$ cat src/hdl/hkv_ram.sv
// Generic single-write, single-read RAM with registered read data.
module hkv_ram #(
   parameter int WIDTH = 64,
   parameter int DEPTH = 64
) (
   input  logic                     clock,
   input  logic                     wr_en,
   input  logic [$clog2(DEPTH)-1:0] wr_addr,
   input  logic [WIDTH-1:0]         wr_data,
   input  logic                     rd_en,
   input  logic [$clog2(DEPTH)-1:0] rd_addr,
   output logic [WIDTH-1:0]         rd_data
);
   logic [WIDTH-1:0] mem [DEPTH];
   logic [WIDTH-1:0] rd_data_ff;

   // Write port and registered read port.
   always_ff @(posedge clock) begin
      if (wr_en) begin
         mem[wr_addr] <= wr_data;
      end
      if (rd_en) begin
         rd_data_ff <= mem[rd_addr];
      end
   end

   assign rd_data = rd_data_ff;
endmodule

$ cat config.mk
export PLATFORM = sky130hd
export DESIGN_NAME = hkv_ram
export DESIGN_NICKNAME = d
export VERILOG_FILES = /design/src/hdl/hkv_ram.sv
export SDC_FILE = /design/constraint.sdc
export NUM_CORES = 2
export LEC_CHECK = 0
export BUFFER_PORTS_ARGS = -buffer_cell sky130_fd_sc_hd__buf_2
export CORE_MARGIN = 3
export CORE_UTILIZATION = 60
export DETAILED_ROUTE_END_ITERATION = 10
export GPL_TIMING_DRIVEN = 0
export PLACE_DENSITY = 0.76
export SYNTH_ARGS = -nofsm -noshare
export SYNTH_HDL_FRONTEND = slang
export SYNTH_SLANG_ARGS = --single-unit
$ cat constraint.sdc
create_clock -name clock -period 9.32 [get_ports clock]
set_input_delay 1.864 -clock clock [delete_from_list [all_inputs] [get_ports clock]]
set_output_delay 1.864 -clock clock [all_outputs]
set_load 0.03 [all_outputs]
== Word level (Yosys, flattened, before mapping) ==
Memory sizes are Yosys's and may differ from the RTL's. A register that Yosys moved wholly into a read port is not among the register bits.
Index checks and enable logic that the tools add are counted.
Operators by class
  add/sub/neg operators: 0
  multiply operators: 0
  divide/modulo/power cells: 0
  order comparisons: 0
  equality and inequality tests: 0
  shifts and indexed selects: 0
  mux-type cells: 2
  bitwise gates (word level): 0
  reductions and logical operators: 0
Operator list (count)
  $mux W1: 2
Storage, ports and cells
  register bits: 0
  latch bits: 0
  RAM bits: 4096
  ROM bits: 0
  input bits: 79
  word-level logic and storage cells: 3
  memories: 1
Memories
  mem: depth 64, width 64, read ports 1, clocked after memory_dff 1, write ports 1, RTL line 14  | logic [WIDTH-1:0] mem [DEPTH];

== Longest topological paths before layout ==
  word-level depth: 2
  mapped depth: 9
  mapped depth without buffers: 5

== Least setup slack after synthesis ==
OpenSTA, ideal clock, no wires.
  kind: input to register
  start: input port wr_addr[3]
  end: memory mem[48][0] (enable)
  setup time: 0.564 ns
  data arrival time: 6.736 ns
  data required time: 8.756 ns
  setup slack: 2.020 ns
  cell stages on the path: 4
  path through: clkbuf_1 > nor2b_1 > nand4b_1 > nor3_1
RTL lines
  start, declared: RTL line 8  | input logic [$clog2(DEPTH)-1:0] wr_addr,
  end, declared: RTL line 14
Straight into the memory's write port.

==> results.cfg <==
[sta]
clock_skew_ps = 55.06
min_period_ps = 5525
rsz0062_at_grt = false
slew_headroom = -0.03904
hold_viol_final = 0
whs_ps = 966.7
fmax_mhz = 181.0
tightestPinTransition_ps = 1559
finalSetupViolations = 0
period_share = 0.5928
slew_viol_final = 66
fin_ws_ps = 3795

[synthesis]
synth_ff_type = edfxtp_1
syn_area_per_cell_sq_um = 23.79
synth_nets = 6677
yosys_warnings = 0
async_flop_share = 0
synth_cell_types = 32
syn_area_sq_um = 157000
synth_area_leader_cell = edfxtp_1
synth_top_area_share = 0.7957
synth_edf_count = 4160
ys_seq_area_frac = 0.7957
yosys-top-cells-count = edfxtp_1, mux4_2, buf_2
yosysMostFrequentCell = edfxtp_1
ys_ff_latch = 4160
synth.area.top_cells = edfxtp_1, mux4_2, mux2i_1
synth_cells = 6598

[setup_path]
crit_chain = buf_2, buf_4, buf_2, buf_2, buf_4, mux2i_1, o22ai_1, a31oi_1, a211oi_1
crit_required_ps = 9870
path_buf_inv = 5
cp-end-kind = register
cp_max_fo = 13
worstSetupPathType = input port to register
cp-start-kind = input port
crit_top_cell = buf_2
rr_worst_depth = 5
crit_arrival_ps = 6080
cpMaxStageDelayCell = a211oi_1
rrSetupSlack_ps = 6280
cp_top_family = buffers and inverters
reg2reg_from = mem[55][31]$_DFFE_PP_
r2r_end = rd_data[31]$_DFFE_PP_
cp_num_cells = 9
max_stage_delay_ps = 860

[cells_and_area]
layout-drive-gt1-share = 0.2890
nets = 7384
nFillCells = 14520
multi_input_area_sq_um = 30700
synthToLayoutAreaGrowth_pct = 14.00
seqCellArea_sq_um = 124900

[power]
leakage_nw = 56.01
pwr_density_cell_nw_per_um2 = 218.5
irDropWorstVdd_mv = 0.2165
power_mw = 39.11

[global_route]
grt_max_degree = 65
track_usage = 0.3322
overflow = 0
antenna_found_initial = 44
grt_pass1_vias = 82080
grt_pass1_wl_mm = 623.2

[worst_hold_path]
hold_path_end = rd_data[48]$_DFFE_PP_
hp-start = mem[47][48]$_DFFE_PP_
hp-class = register to register
hold_depth = 4

[die]
start_util = 0.6039
fp-row-count = 187
die_h_um = 517.5
die-area_sq_um = 267800
core_sq_um = 259900
ioPinCount = 143
die_x_um = 517.5

[cts]
cts_resized = 0
numCtsBuffers = 393
path_clk_slew_ps = 70
post_cts_buffers = 0
htreeDepth = 5
insertion_delay_ps = 940
clkSinkCount = 4160
cts-root-buf = clkbuf_16
cts_tree = done
cts_buffer_depth = 4
cts_hold_buffers = 0

[place]
post-dp-hpwl_mm = 271.5
dpl_worst_slack_ps = 3250
place.gp.congestion = 0.8465
portBuffers = 134

[status]
violations = capacitance limit, slew limit
status = complete, but fails checks

[detailed_routing]
drt-initial-drc-count = 14660
route.detailed.drc = 0
wl_mm = 444.2
via_per_inst = 7.232
first_pass_iters = 6
ant_nets = 0
vias = 80510
wire_per_inst_um = 39.90

[run]
max_cap_violations = 3
-- layout by cell type (no fill, tap or decap), types with 62 or more instances in the layout --
| master | instances |
|---|---|
| nor2_4 | 62 |
| clkinv_1 | 82 |
| buf_12 | 140 |
| edfxtp_1 | 4160 |
| buf_2 | 301 |
| a22o_1 | 88 |
| mux4_2 | 1024 |
| mux2i_1 | 135 |
| a211oi_1 | 63 |
| o22ai_1 | 83 |
| clkinv_2 | 76 |
| a22oi_1 | 168 |
| clkbuf_1 | 205 |
| clkbuf_16 | 404 |
| and3_1 | 64 |
-- kinds of logic (layout without fill, tap and decap cells) --
group	count (synthesis)	after routing	synth area share
flip-flops	4160	4160	0.7957
multiplexers	1159	1159	0.1555
AO/OA/AOI/OAI	504	504	0.02467
buffers and inverters	389	1410	0.01176
AND/OR/NAND/NOR	386	386	0.01235
other	0	18	0
-- metrics by stage --
stage / TNS (ps) / std cells / util / area (sq um)
3_5_place_dp: 0 / 10410 / 0.6388 / 166000
2_1_floorplan: 0 / 6598 / - / 157000
5_1_grt: 0 / 11120 / 0.6884 / 178900
6_report: 0 / 11130 / 0.6885 / 179000
4_1_cts: 0 / 11110 / 0.6882 / 178900
3_3_place_gp: -556680 / 10230 / 0.6233 / 162000
-- sequential cells by signal (all words and copies together) (netlist names) --
| name | cells |
|---|---|
| mem | 4096 |
| rd_data | 64 |
-- worst max path at each step --
stage | to | start
5_1_grt | rd_data[58]$_DFFE_PP_ | rd_addr[2]
2_1_floorplan | mem[48][0]$_DFFE_PP_ | wr_addr[3]
6_report | rd_data[6]$_DFFE_PP_ | rd_addr[2]
3_3_place_gp | mem[48][29]$_DFFE_PP_ | wr_addr[3]
4_1_cts | rd_data[31]$_DFFE_PP_ | rd_addr[0]
3_5_place_dp | rd_data[58]$_DFFE_PP_ | rd_addr[2]
-- cell type report --
class                   instances  share of cell area
diodes                         18           0.0002517
flip-flops and latches       4160              0.6980
inverters                      19           0.0003985
plain buffers                 370            0.009956
clock buffers                 474             0.05796
multi-input cells            2049              0.1715
repair buffers                312             0.02360
well taps                    3496             0.02444
clock inverters               235             0.01384
-- routing by layer --
layer	GRT usage	share of wire
met2	0.5100	0.47
met4	0.1817	0.066
met5	0	0.00050
met1	0.4375	0.32
met3	0.09348	0.14
-- power breakdown --
group	switching [mW]	internal (mW)	leakage, nW	total (mW)
registers	0.0466	20.8	37.5	20.8
logic	1.43	0.656	12.2	2.08
clock network	6.89	9.33	6.29	16.2
-- worst register-to-register path, delay by kind of cell (launching register included) --
kind               cells  cell delay, ps
muxes                  2             780
AOI/OAI and AO/OA      3            1520
DFF                    1             380
Note: power is estimated with default switching activity, not from simulation.
