`config.mk`:
```
export PLATFORM = sky130hd
export DESIGN_NAME = hkv_mix
export DESIGN_NICKNAME = d
export VERILOG_FILES = /design/src/hdl/hkv_pkg.sv /design/src/hdl/hkv_mix.sv
export SDC_FILE = /design/constraint.sdc
export NUM_CORES = 1
export LEC_CHECK = 0
export ABC_AREA = 0
export BUFFER_PORTS_ARGS = -buffer_cell sky130_fd_sc_hd__buf_4
export CORE_ASPECT_RATIO = 0.75
export CORE_UTILIZATION = 50
export CTS_BUF_LIST = sky130_fd_sc_hd__clkbuf_4 sky130_fd_sc_hd__clkbuf_8
export CTS_CLUSTER_SIZE = 28
export DETAILED_ROUTE_END_ITERATION = 7
export GPL_TIMING_DRIVEN = 0
export HOLD_SLACK_MARGIN = 0.08
export PLACE_DENSITY = 0.68
export SYNTH_ARGS = -nofsm -noshare
export SYNTH_HDL_FRONTEND = slang
export SYNTH_SLANG_ARGS = --single-unit
```
`constraint.sdc`:
```
create_clock -name clock -period 33.9 [get_ports clock]
set_input_delay 8.475 -clock clock [delete_from_list [all_inputs] [get_ports clock]]
set_output_delay 8.475 -clock clock [all_outputs]
set_load 0.02 [all_outputs]
```
`src/hdl/hkv_pkg.sv`:
```
// Shared types, constants and defaults of the hashed key-value table.
package hkv_pkg;

   // Default geometry of the table.
   localparam int BUCKETS_DEFAULT = 64;
   localparam int WAYS_DEFAULT    = 4;

   // Mixer constants.
   localparam logic [31:0] MIX_MUL   = 32'h045d_9f3b;
   localparam int          MIX_SHIFT = 16;

   // Width of the entry count on the result side.
   localparam int COUNT_WIDTH = 9;

   typedef enum logic [1:0] {
      FUNC_LOOKUP = 2'd0,
      FUNC_PUT    = 2'd1,
      FUNC_REMOVE = 2'd2,
      FUNC_CLEAR  = 2'd3
   } func_type;

   typedef struct packed {
      func_type    func;
      logic [63:0] lookup_key;
      logic [63:0] store_value;
   } req_type;

   typedef struct packed {
      logic                   found;
      logic [63:0]            read_value;
      logic                   bucket_overflow;
      logic [COUNT_WIDTH-1:0] live_entries;
      logic                   sticky_failure;
   } rsp_type;

   // Controls of the shared mixer multiplier.
   typedef struct packed {
      logic load;
      logic mul_lo;
      logic mul_hi;
   } mix_ctl_type;

   typedef enum logic [2:0] {
      ST_IDLE,
      ST_MUL_LO,
      ST_MUL_HI,
      ST_READ,
      ST_MATCH,
      ST_CLEAR,
      ST_RESP
   } state_type;

endpackage

```
`src/hdl/hkv_mix.sv`:
```
// Key mixer built around one shared 32 by 32 bit multiplier.
module hkv_mix (
   input  logic                clock,
   input  hkv_pkg::mix_ctl_type ctl,
   input  logic [63:0]         key,
   output logic [63:0]         mixed
);
   import hkv_pkg::*;

   logic [63:0] x_ff, x_in;
   logic [63:0] prod_ff, prod_in;
   logic [63:0] shifted;
   logic [31:0] operand;
   logic [63:0] prod_full;

   // The xor-shift step feeds the multiplier one half at a time.
   always_comb begin
      shifted   = x_ff ^ (x_ff >> MIX_SHIFT);
      operand   = ctl.mul_hi ? shifted[63:32] : shifted[31:0];
      prod_full = operand * MIX_MUL;
      x_in      = x_ff;
      prod_in   = prod_ff;
      if (ctl.load) begin
         x_in = key;
      end else if (ctl.mul_lo) begin
         prod_in = prod_full;
      end else if (ctl.mul_hi) begin
         x_in = prod_ff + {prod_full[31:0], 32'h0};
      end
   end

   always_ff @(posedge clock) begin
      x_ff    <= x_in;
      prod_ff <= prod_in;
   end

   // The final xor-shift is left to the user, who needs only a few bits.
   assign mixed = x_ff;
endmodule

```
Word-level counts from Yosys, hierarchy flattened
Index checks and enable logic that the tools add are counted.
Cells by class
  add/sub/neg operators: 1
  $mul: 1
  eq/ne operators: 1
  muxes and demuxes: 4
  bitwise gates (word level): 2
  reductions and logical operators: 3
Operator list (count)
  $mux 64: 3
  $add 59x64->64: 1
  $xor 64x48->64: 1
  $mul 32x27->59 const B: 1
  $mux 32: 1
  $reduce_and 2->1: 2
  $ne 2x1->1 const B: 1
  $reduce_bool 2->1: 1
  $not 1->1: 1
Word-level totals
  register bits after elaboration: 123
  bits of input ports: 68
  logic and storage cells: 14

Longest topological paths before layout
Gate-level depths: netlist of the first run.
  depth in word-level cells: 7
  depth in mapped cells: 35
  mapped depth without buffers: 34

Worst setup path after synthesis of the first run
OpenSTA, ideal clock, no wires.
  kind: input -> register
  from: input port ctl[0] (netlist bit)
  to: register x_ff[63], in the netlist mixed[63], data pin
  library setup time: 0.259 ns
  arrival time: 16.317 ns
  data required time: 33.641 ns
  setup slack: 17.324 ns
  stages: 31
  path buffers: 3
  cell sequence: clkbuf_1 -> clkbuf_1 -> o21ai_0 -> fa_1 -> ha_1 -> inv_1 -> fa_1 -> fa_1 -> inv_1 -> ha_1 -> fa_1 -> inv_1 -> fa_1 -> inv_1 -> ha_1 -> clkbuf_1 -> nand2_1 -> nor2_1 -> a22o_1 -> or3_1 -> xor2_1 -> ha_1 -> nand2_1 -> nor4_1 -> and3_1 -> o21ai_1 -> a31oi_1 -> a31oi_1 -> o21ai_1 -> a31oi_1 -> o31a_1
On the way
  cells in the longest elaborated chain, start to end: 6
Ends and longest elaborated chain
  from (decl): line hkv_mix.sv:4  | input hkv_pkg::mix_ctl_type ctl,
  $mux 32: line hkv_mix.sv:19  | operand = ctl.mul_hi ? shifted[63:32] : shifted[31:0];
  $mul 32x27->59: line hkv_mix.sv:20  | prod_full = operand * MIX_MUL;
  via prod_full[18]: line hkv_mix.sv:14  | logic [63:0] prod_full;
  $add 59x64->64: line hkv_mix.sv:28  | x_in = prod_ff + {prod_full[31:0], 32'h0};
  $mux 64: line hkv_mix.sv:27  | end else if (ctl.mul_hi) begin
  $mux 64: line hkv_mix.sv:25  | end else if (ctl.mul_lo) begin
  $mux 64: line hkv_mix.sv:23  | if (ctl.load) begin
  via x_in[63]: line hkv_mix.sv:10  | logic [63:0] x_ff, x_in;
  to (signal assigned): line hkv_mix.sv:33  | x_ff <= x_in;
  to (decl): line hkv_mix.sv:10
The timed path passes the listed nets, and every way through them passes these cells. The select of a mux whose other input is x is not followed.
A chain may end at the register's enable or synchronous reset.

Final worst setup path of the first run
Ends and elaborated chain as after synthesis.

==> results of run 1 <==
## worst paths after layout
kind / cells past startpoint / from / endpoint / slack (ps)
setup / recovery: 31 / ctl[0] / mixed[63] / 15350
hold / removal: 1 / prod_ff[4] / mixed[4] / 550
setup reg to reg: 29 / mixed[21] / mixed[63] / 23500
hold reg to reg: 1 / prod_ff[4] / mixed[4] / 550
## sequential cells by signal, summed over array words and instances, names as in the netlist
signal / flops
mixed: 64
prod_ff: 59
## placed cells by master, fill, tap and decap left out, types with 7 or more instances in the layout
master / Yosys / layout
sky130_fd_sc_hd__nand3_1: 15 / 15
sky130_fd_sc_hd__o21a_1: 10 / 10
sky130_fd_sc_hd__o21ai_1: 16 / 34
sky130_fd_sc_hd__nand4_1: 15 / 15
sky130_fd_sc_hd__clkbuf_8: 2 / 19
sky130_fd_sc_hd__nand2_1: 109 / 109
sky130_fd_sc_hd__mux2_2: 34 / 34
sky130_fd_sc_hd__nor2_1: 46 / 46
sky130_fd_sc_hd__edfxtp_1: 123 / 123
sky130_fd_sc_hd__o21ai_2: 0 / 9
sky130_fd_sc_hd__xnor2_1: 76 / 76
sky130_fd_sc_hd__or3_1: 7 / 7
sky130_fd_sc_hd__a21oi_1: 73 / 73
sky130_fd_sc_hd__fa_1: 374 / 374
sky130_fd_sc_hd__clkbuf_1: 25 / 25
sky130_fd_sc_hd__ha_1: 310 / 310
sky130_fd_sc_hd__buf_4: 1 / 140
sky130_fd_sc_hd__buf_6: 0 / 9
sky130_fd_sc_hd__o21bai_1: 21 / 21
sky130_fd_sc_hd__nor3_1: 16 / 16
sky130_fd_sc_hd__inv_1: 615 / 615
sky130_fd_sc_hd__o31ai_1: 7 / 7
sky130_fd_sc_hd__a31oi_1: 13 / 13
sky130_fd_sc_hd__o21ai_0: 89 / 61
sky130_fd_sc_hd__a21o_1: 47 / 47
sky130_fd_sc_hd__xor2_1: 48 / 48
## final cells by class
class | instances | area share
diodes | 1 | 0.000101
plain buffers | 36 | 0.00677
multi-input cells | 1421 | 0.654
flip-flops and latches | 123 | 0.149
repair buffers | 157 | 0.0524
inverters | 615 | 0.0932
clock buffers | 17 | 0.00945
clock inverters | 15 | 0.00586
well taps | 578 | 0.0292
## Yosys cell counts, types with 5 or more instances
cell type                  number  share of area
sky130_fd_sc_hd__and2_1         5         0.0014
sky130_fd_sc_hd__nand2_1      109          0.018
sky130_fd_sc_hd__nor2b_1        6         0.0017
sky130_fd_sc_hd__nor3_1        16         0.0036
sky130_fd_sc_hd__o21ai_1       16         0.0036
sky130_fd_sc_hd__a31oi_1       13         0.0036
sky130_fd_sc_hd__a21o_1        47          0.016
sky130_fd_sc_hd__inv_1        615           0.10
sky130_fd_sc_hd__o21a_1        10         0.0034
sky130_fd_sc_hd__mux2_2        34          0.017
sky130_fd_sc_hd__fa_1         374           0.34
sky130_fd_sc_hd__o21ai_0       89          0.020
sky130_fd_sc_hd__and3_1         6         0.0017
sky130_fd_sc_hd__buf_1          5        0.00084
sky130_fd_sc_hd__xor2_1        48          0.019
sky130_fd_sc_hd__nand4_1       15         0.0042
sky130_fd_sc_hd__nand3_1       15         0.0034
sky130_fd_sc_hd__nand2b_1       5         0.0014
sky130_fd_sc_hd__clkbuf_1      25         0.0042
sky130_fd_sc_hd__nor2_1        46         0.0077
sky130_fd_sc_hd__nor3b_1        5         0.0017
sky130_fd_sc_hd__a211oi_1       5         0.0017
sky130_fd_sc_hd__o21bai_1      21         0.0071
sky130_fd_sc_hd__edfxtp_1     123           0.17
sky130_fd_sc_hd__a21oi_1       73          0.016
sky130_fd_sc_hd__o31ai_1        7         0.0024
sky130_fd_sc_hd__ha_1         310           0.17
sky130_fd_sc_hd__or3_1          7         0.0020
sky130_fd_sc_hd__xnor2_1       76          0.030
## cells by family after synthesis
logic type / count (synthesis) / share of synthesized area
xor+xnor: 127 / 0.0509
simple gates: 251 / 0.0532
buf+inv: 651 / 0.111
compound gates: 324 / 0.0925
mux: 35 / 0.0176
flops: 123 / 0.166
fa+ha+maj: 684 / 0.509
## per-layer routing
layer,global-route usage,vias to the layer above,routed length [um]
li1,-,7332,-
met2,0.465,670,29300
met3,0.0943,110,6970
met1,0.445,8122,29500
met4,0.0865,0,1930
met5,0,-,0
## stage by stage
step	area [sq um]	cells	hold slack (ps)	util	setup slack [ps]
2_1_floorplan	22300	2195	525	-	17320
3_3_place_gp	24000	2903	528	0.550	14070
3_5_place_dp	24400	2930	535	0.558	15220
4_1_cts	24800	2962	553	0.567	15710
5_1_grt	24800	2962	564	0.567	14930
6_report	24800	2963	551	0.567	15350
## critical path: cells and delay by family
family                     cells  cell delay (ps)
AOI/OAI and AO/OA              8             3300
xor gates and xnor gates       1              570
adders and majority gates      9             3710
buffers and inverters          8             1300
and+or+nand+nor                5             1380
==> results.txt, run 1 <==
----------------------------------------------------
[Clocking]
  H-Tree Depth ... 4
  Max clock buf depth ... 2
  Number of clock buffers inserted by TritonCTS ... 17
  Clock tree from TritonCTS ... done
  Number of resized instances in the post-cts repair step ... 0
  Clock-pin slew on the worst setup and hold paths ... 90 ps
  Buffer cell driving the clock tree root ... sky130_fd_sc_hd__clkbuf_8
  Clock latency of the later-clocked register in the worst-skew pair ... 470 ps
  Hold buffer count at CTS ... 0
  Clock sink total ... 123
  Setup repair bufs after CTS ... 0

[Worst setup path]
  Crit Path Max Fanout ... 10
  Critical path required time ... 34,130 ps
  Data arrival, critical path ... 18,770 ps
  CP dominant cell by count ... sky130_fd_sc_hd__fa_1
  WS Path Type ... primary input to flip-flop
  Slowest cell on crit path ... sky130_fd_sc_hd__o21ai_0
  Kind of launch point of the worst setup path ... primary input
  Critical path endpoint category ... flip-flop
  Largest stage delay on the critical path ... 1210 ps

[Global routing]
  Global-route wire length before repair ... between 100,000 and 150,000 um
  Vias in the first global route ... ~17,000
  Gr ovfl total ... 0
  Largest net degree at the start of global routing ... 31
  Total GRT Usage ... 0.314
  Antenna violations before repair ... 0

[Timing]
  Unrepaired setup endpoints after global routing ... false
  Sum of negative setup slack ... 0 ps
  Total of endpoints with negative setup slack in the final report ... 0
  Worst relative slew slack ... 0.0350
  Fmax ... 0.0539 GHz
  Clock tree skew after final layout ... 18.8 ps
  Transition time at the pin with the least slew margin ... 1430 ps
  Minimum clock period after layout ... 18,550 ps
  Portion of the clock cycle consumed by the worst path in the final layout ... 0.547
  Number of endpoints with negative hold slack in the final report ... 0
  Number of pins exceeding their max-slew limit in the final report ... 0

[Route]
  Total vias in the final route ... approximately 16,000
  Routed wire length ... 67,700 um
  Vias per cell ... between 5 and 6
  Routed length per instance ... 22.8 um
  First-pass detailed-route iteration total ... 6
  DRC violation total after the first TritonRoute iteration ... 1,406
  Number of antenna-violating nets in the routed design ... 0
  Number of remaining DRC errors ... 0

[Outcome]
  Result of the run ... finished clean

[Floorplan]
  Die Wd ... roughly 250 um
  Effective utilization at floorplan ... 0.511
  Cell row count ... 66
  Top Ports ... 132
  Die ar. ... 45,500 sq um
  Floorplan die height ... 185 um
  Core region area ... between 40,000 and 50,000 sq um

[Place]
  Placer congestion estimate ... between 0.9 and 1
  Count of buffers from port buffering ... 130
  Detailed-placement wirelength estimate ... 59,500 um

[Layout]
  Flip-flop and latch area ... 3690 sq um
  Fraction of layout cells with a size suffix above 1 ... 0.110
  Post-synthesis to final-layout area growth ... 11.0%
  Area of combinational cells with multiple inputs ... about 16,000 sq um
  Number of nets in the layout ... 3,123
  Fill cell count ... 3,813

[Min path]
  Worst min-delay path category ... flip-flop to flip-flop

[Logic synthesis]
  Distinct cells, synth ... 73
  Part of the Yosys area used for sequential elements ... 0.166
  Combined area of all synthesized cells ... approximately 22,000 sq um
  Synthesized netlist cell count ... 2,195
  Net Count, Synth ... 2,947
  Primary FF master, synth ... sky130_fd_sc_hd__edfxtp_1
  Average instance area after synthesis ... 10.2 sq um
  Share of async-settable or async-resettable flops after synthesis ... 0
  Number of enable flip-flop cells after synthesis ... 123
  Number of synthesis warnings ... 0
  Synthesis-stage register bit count ... 123

[Job]
  Max capacitance violation total ... 0

----------------------------------------------------
Power of run 1 is left out: the tool's default activity adds up to more than one toggle a clock period on the data nets, which glitch-free logic cannot reach.
==> run 2, diff against run 1 <==
Settings changed: PLACE_DENSITY 0.68 to 0.7.
Clock period 33.9 ns to 16.7 ns, I/O delays scaled along.
==> results.txt, run 2 (synthesis gave the netlist of run 1 again) <==
----------------------------------------------------
[Route]
  Total vias in the final route ... 16,300
  Routed length per instance ... 22.2 um
  Number of antenna-violating nets in the routed design ... 0
  DRC violation total after the first TritonRoute iteration ... 1,459
  First-pass detailed-route iteration total ... 5
  Routed wire length ... 65,700 um
  Vias per cell ... approximately 5.5
  Number of remaining DRC errors ... 0

[Layout]
  Inserted Diodes ... 0
  Post-synthesis to final-layout area growth ... 11.1%
  Commonest cells after routing, fill and taps aside ... sky130_fd_sc_hd__inv_1, sky130_fd_sc_hd__fa_1, sky130_fd_sc_hd__ha_1, sky130_fd_sc_hd__buf_4, sky130_fd_sc_hd__edfxtp_1
  Number of nets in the layout ... 3,121
  Cell area after layout ... 24,800 sq um
  Most common cell after layout, fill and taps aside ... sky130_fd_sc_hd__inv_1
  Fill cell count ... 3,781
  Utilization after layout ... 0.567
  Fraction of layout cells with a size suffix above 1 ... 0.108
  Flip-flop count of the largest register, all copies and words added ... 64

[Worst setup path]
  Slowest cell on crit path ... sky130_fd_sc_hd__fa_1
  Data arrival, critical path ... 14,130 ps
  Kind of launch point of the worst setup path ... primary input
  Internal reg-to-reg setup slack ... 6680 ps
  Beginning of the critical path ... ctl[0]
  CP dominant cell by count ... sky130_fd_sc_hd__fa_1
  WS Path Type ... primary input to flip-flop
  Critical path endpoint category ... flip-flop
  Crit Path Max Fanout ... 10
  Setup crit end ... mixed[63]
  RR Startpoint ... mixed[48]
  Largest stage delay on the critical path ... 800 ps
  Critical R2R Capture ... mixed[63]
  Number of cells on the worst reg-to-reg path ... 31
  Critical path required time ... 16,910 ps

[Timing]
  Worst-case setup margin in the final layout ... 2770 ps
  Portion of the clock cycle consumed by the worst path in the final layout ... 0.834
  Fmax ... 0.0718 GHz
  Clock tree skew after final layout ... 13.3 ps
  Unrepaired setup endpoints after global routing ... false
  Number of pins exceeding their max-slew limit in the final report ... 0
  Minimum clock period after layout ... 13,930 ps
  Sum of negative setup slack ... 0 ps
  Worst relative slew slack ... 0.108
  Number of endpoints with negative hold slack in the final report ... 0
  Transition time at the pin with the least slew margin ... 1320 ps
  Total of endpoints with negative setup slack in the final report ... 0

[Place]
  Placer congestion estimate ... 0.989
  Count of buffers from port buffering ... 130
  Detailed-placement wirelength estimate ... 58,000 um
  Placed Area ... 24,300 sq um
  DP Worst Slack ... 2440 ps

[Clocking]
  Clock tree from TritonCTS ... done
  Max clock buf depth ... 2
  Buffer cell driving the clock tree root ... sky130_fd_sc_hd__clkbuf_8
  Setup repair bufs after CTS ... 0
  H-Tree Depth ... 4
  Clock latency of the later-clocked register in the worst-skew pair ... 450 ps
  Number of clock buffers inserted by TritonCTS ... 17
  Hold buffer count at CTS ... 0
  Clock sink total ... 123
  Number of resized instances in the post-cts repair step ... 0
  Clock-pin slew on the worst setup and hold paths ... 80 ps

[Floorplan]
  Floorplan die height ... roughly 180 um
  Top Ports ... about 130
  Cell row count ... 66
  Effective utilization at floorplan ... 0.511
  Core region area ... 43,700 sq um
  Die ar. ... 45,500 sq um
  Die Wd ... 246 um

[Global routing]
  Antenna violations before repair ... 2
  Total GRT Usage ... 0.303
  Global-route wire length before repair ... 101,000 um
  Largest net degree at the start of global routing ... 35
  Gr ovfl total ... 0
  Vias in the first global route ... 17,100

[Min path]
  Worst min-delay path category ... flip-flop to flip-flop
  Cells on Worst Hold Path ... 1

[Outcome]
  Result of the run ... finished clean

[Job]
  Max capacitance violation total ... 0

----------------------------------------------------
[run 2: changes by cell type in the layout (fill, tap and decap cells not counted), moves of 2 or more]
cell | previous run | this run
sky130_fd_sc_hd__o21ai_1 | 34 | 36
sky130_fd_sc_hd__clkinv_4 | 1 | 6
sky130_fd_sc_hd__bufinv_16 | 0 | 4
sky130_fd_sc_hd__o21ai_2 | 9 | 7
sky130_fd_sc_hd__inv_6 | 6 | 3
sky130_fd_sc_hd__inv_8 | 4 | 0
[run 2: worst min-delay path by stage]
| stage | startpoint | to | slack (ps) |
|---|---|---|---|
| finish | prod_ff[6] | mixed[6] | 550 |
| global route | prod_ff[9] | mixed[9] | 570 |
| CTS | prod_ff[7] | mixed[7] | 550 |
| detailed placement | prod_ff[1] | mixed[1] | 540 |
| global placement | prod_ff[6] | mixed[6] | 530 |
| floorplan | prod_ff[0] | mixed[0] | 520 |
[run 2: area by class of cell]
| class | count | area (sq um) | share of cell area |
|---|---|---|---|
| multi-input cells | 1421 | 16200 | 0.653 |
| repair buffers | 155 | 1260 | 0.0508 |
| clock buffers | 17 | 234 | 0.00944 |
| well taps | 578 | 723 | 0.0292 |
| clock inverters | 15 | 214 | 0.00863 |
| flip-flops and latches | 123 | 3690 | 0.149 |
| inverters | 615 | 2310 | 0.0931 |
| plain buffers | 36 | 168 | 0.00676 |
[run 2: worst max-delay path: cells and delay by family]
| family | cells | cell delay, ps |
|---|---|---|
| buffers and inverters | 7 | 1280 |
| and+or+nand+nor | 5 | 1480 |
| AOI/OAI and AO/OA | 8 | 2770 |
| adders and majority gates | 9 | 3940 |
| xor gates and xnor gates | 1 | 480 |
[run 2: metal layers]
metal  vias up  track usage  share of wire  wire length (um)
li1       7312            -              -                 -
met2       704        0.459           0.44             28900
met4         0       0.0609          0.019              1240
met5         -            0              0                 0
met1      8173        0.445           0.44             29000
met3        78       0.0645           0.10              6610
[run 2: stage by stage]
| step | hold slack, ps | std cells |
|---|---|---|
| floorplan | 525 | 2195 |
| global placement | 530 | 2903 |
| detailed placement | 536 | 2928 |
| CTS | 551 | 2960 |
| global route | 570 | 2960 |
| finish | 549 | 2960 |
Power of run 2 is left out for the same reason.
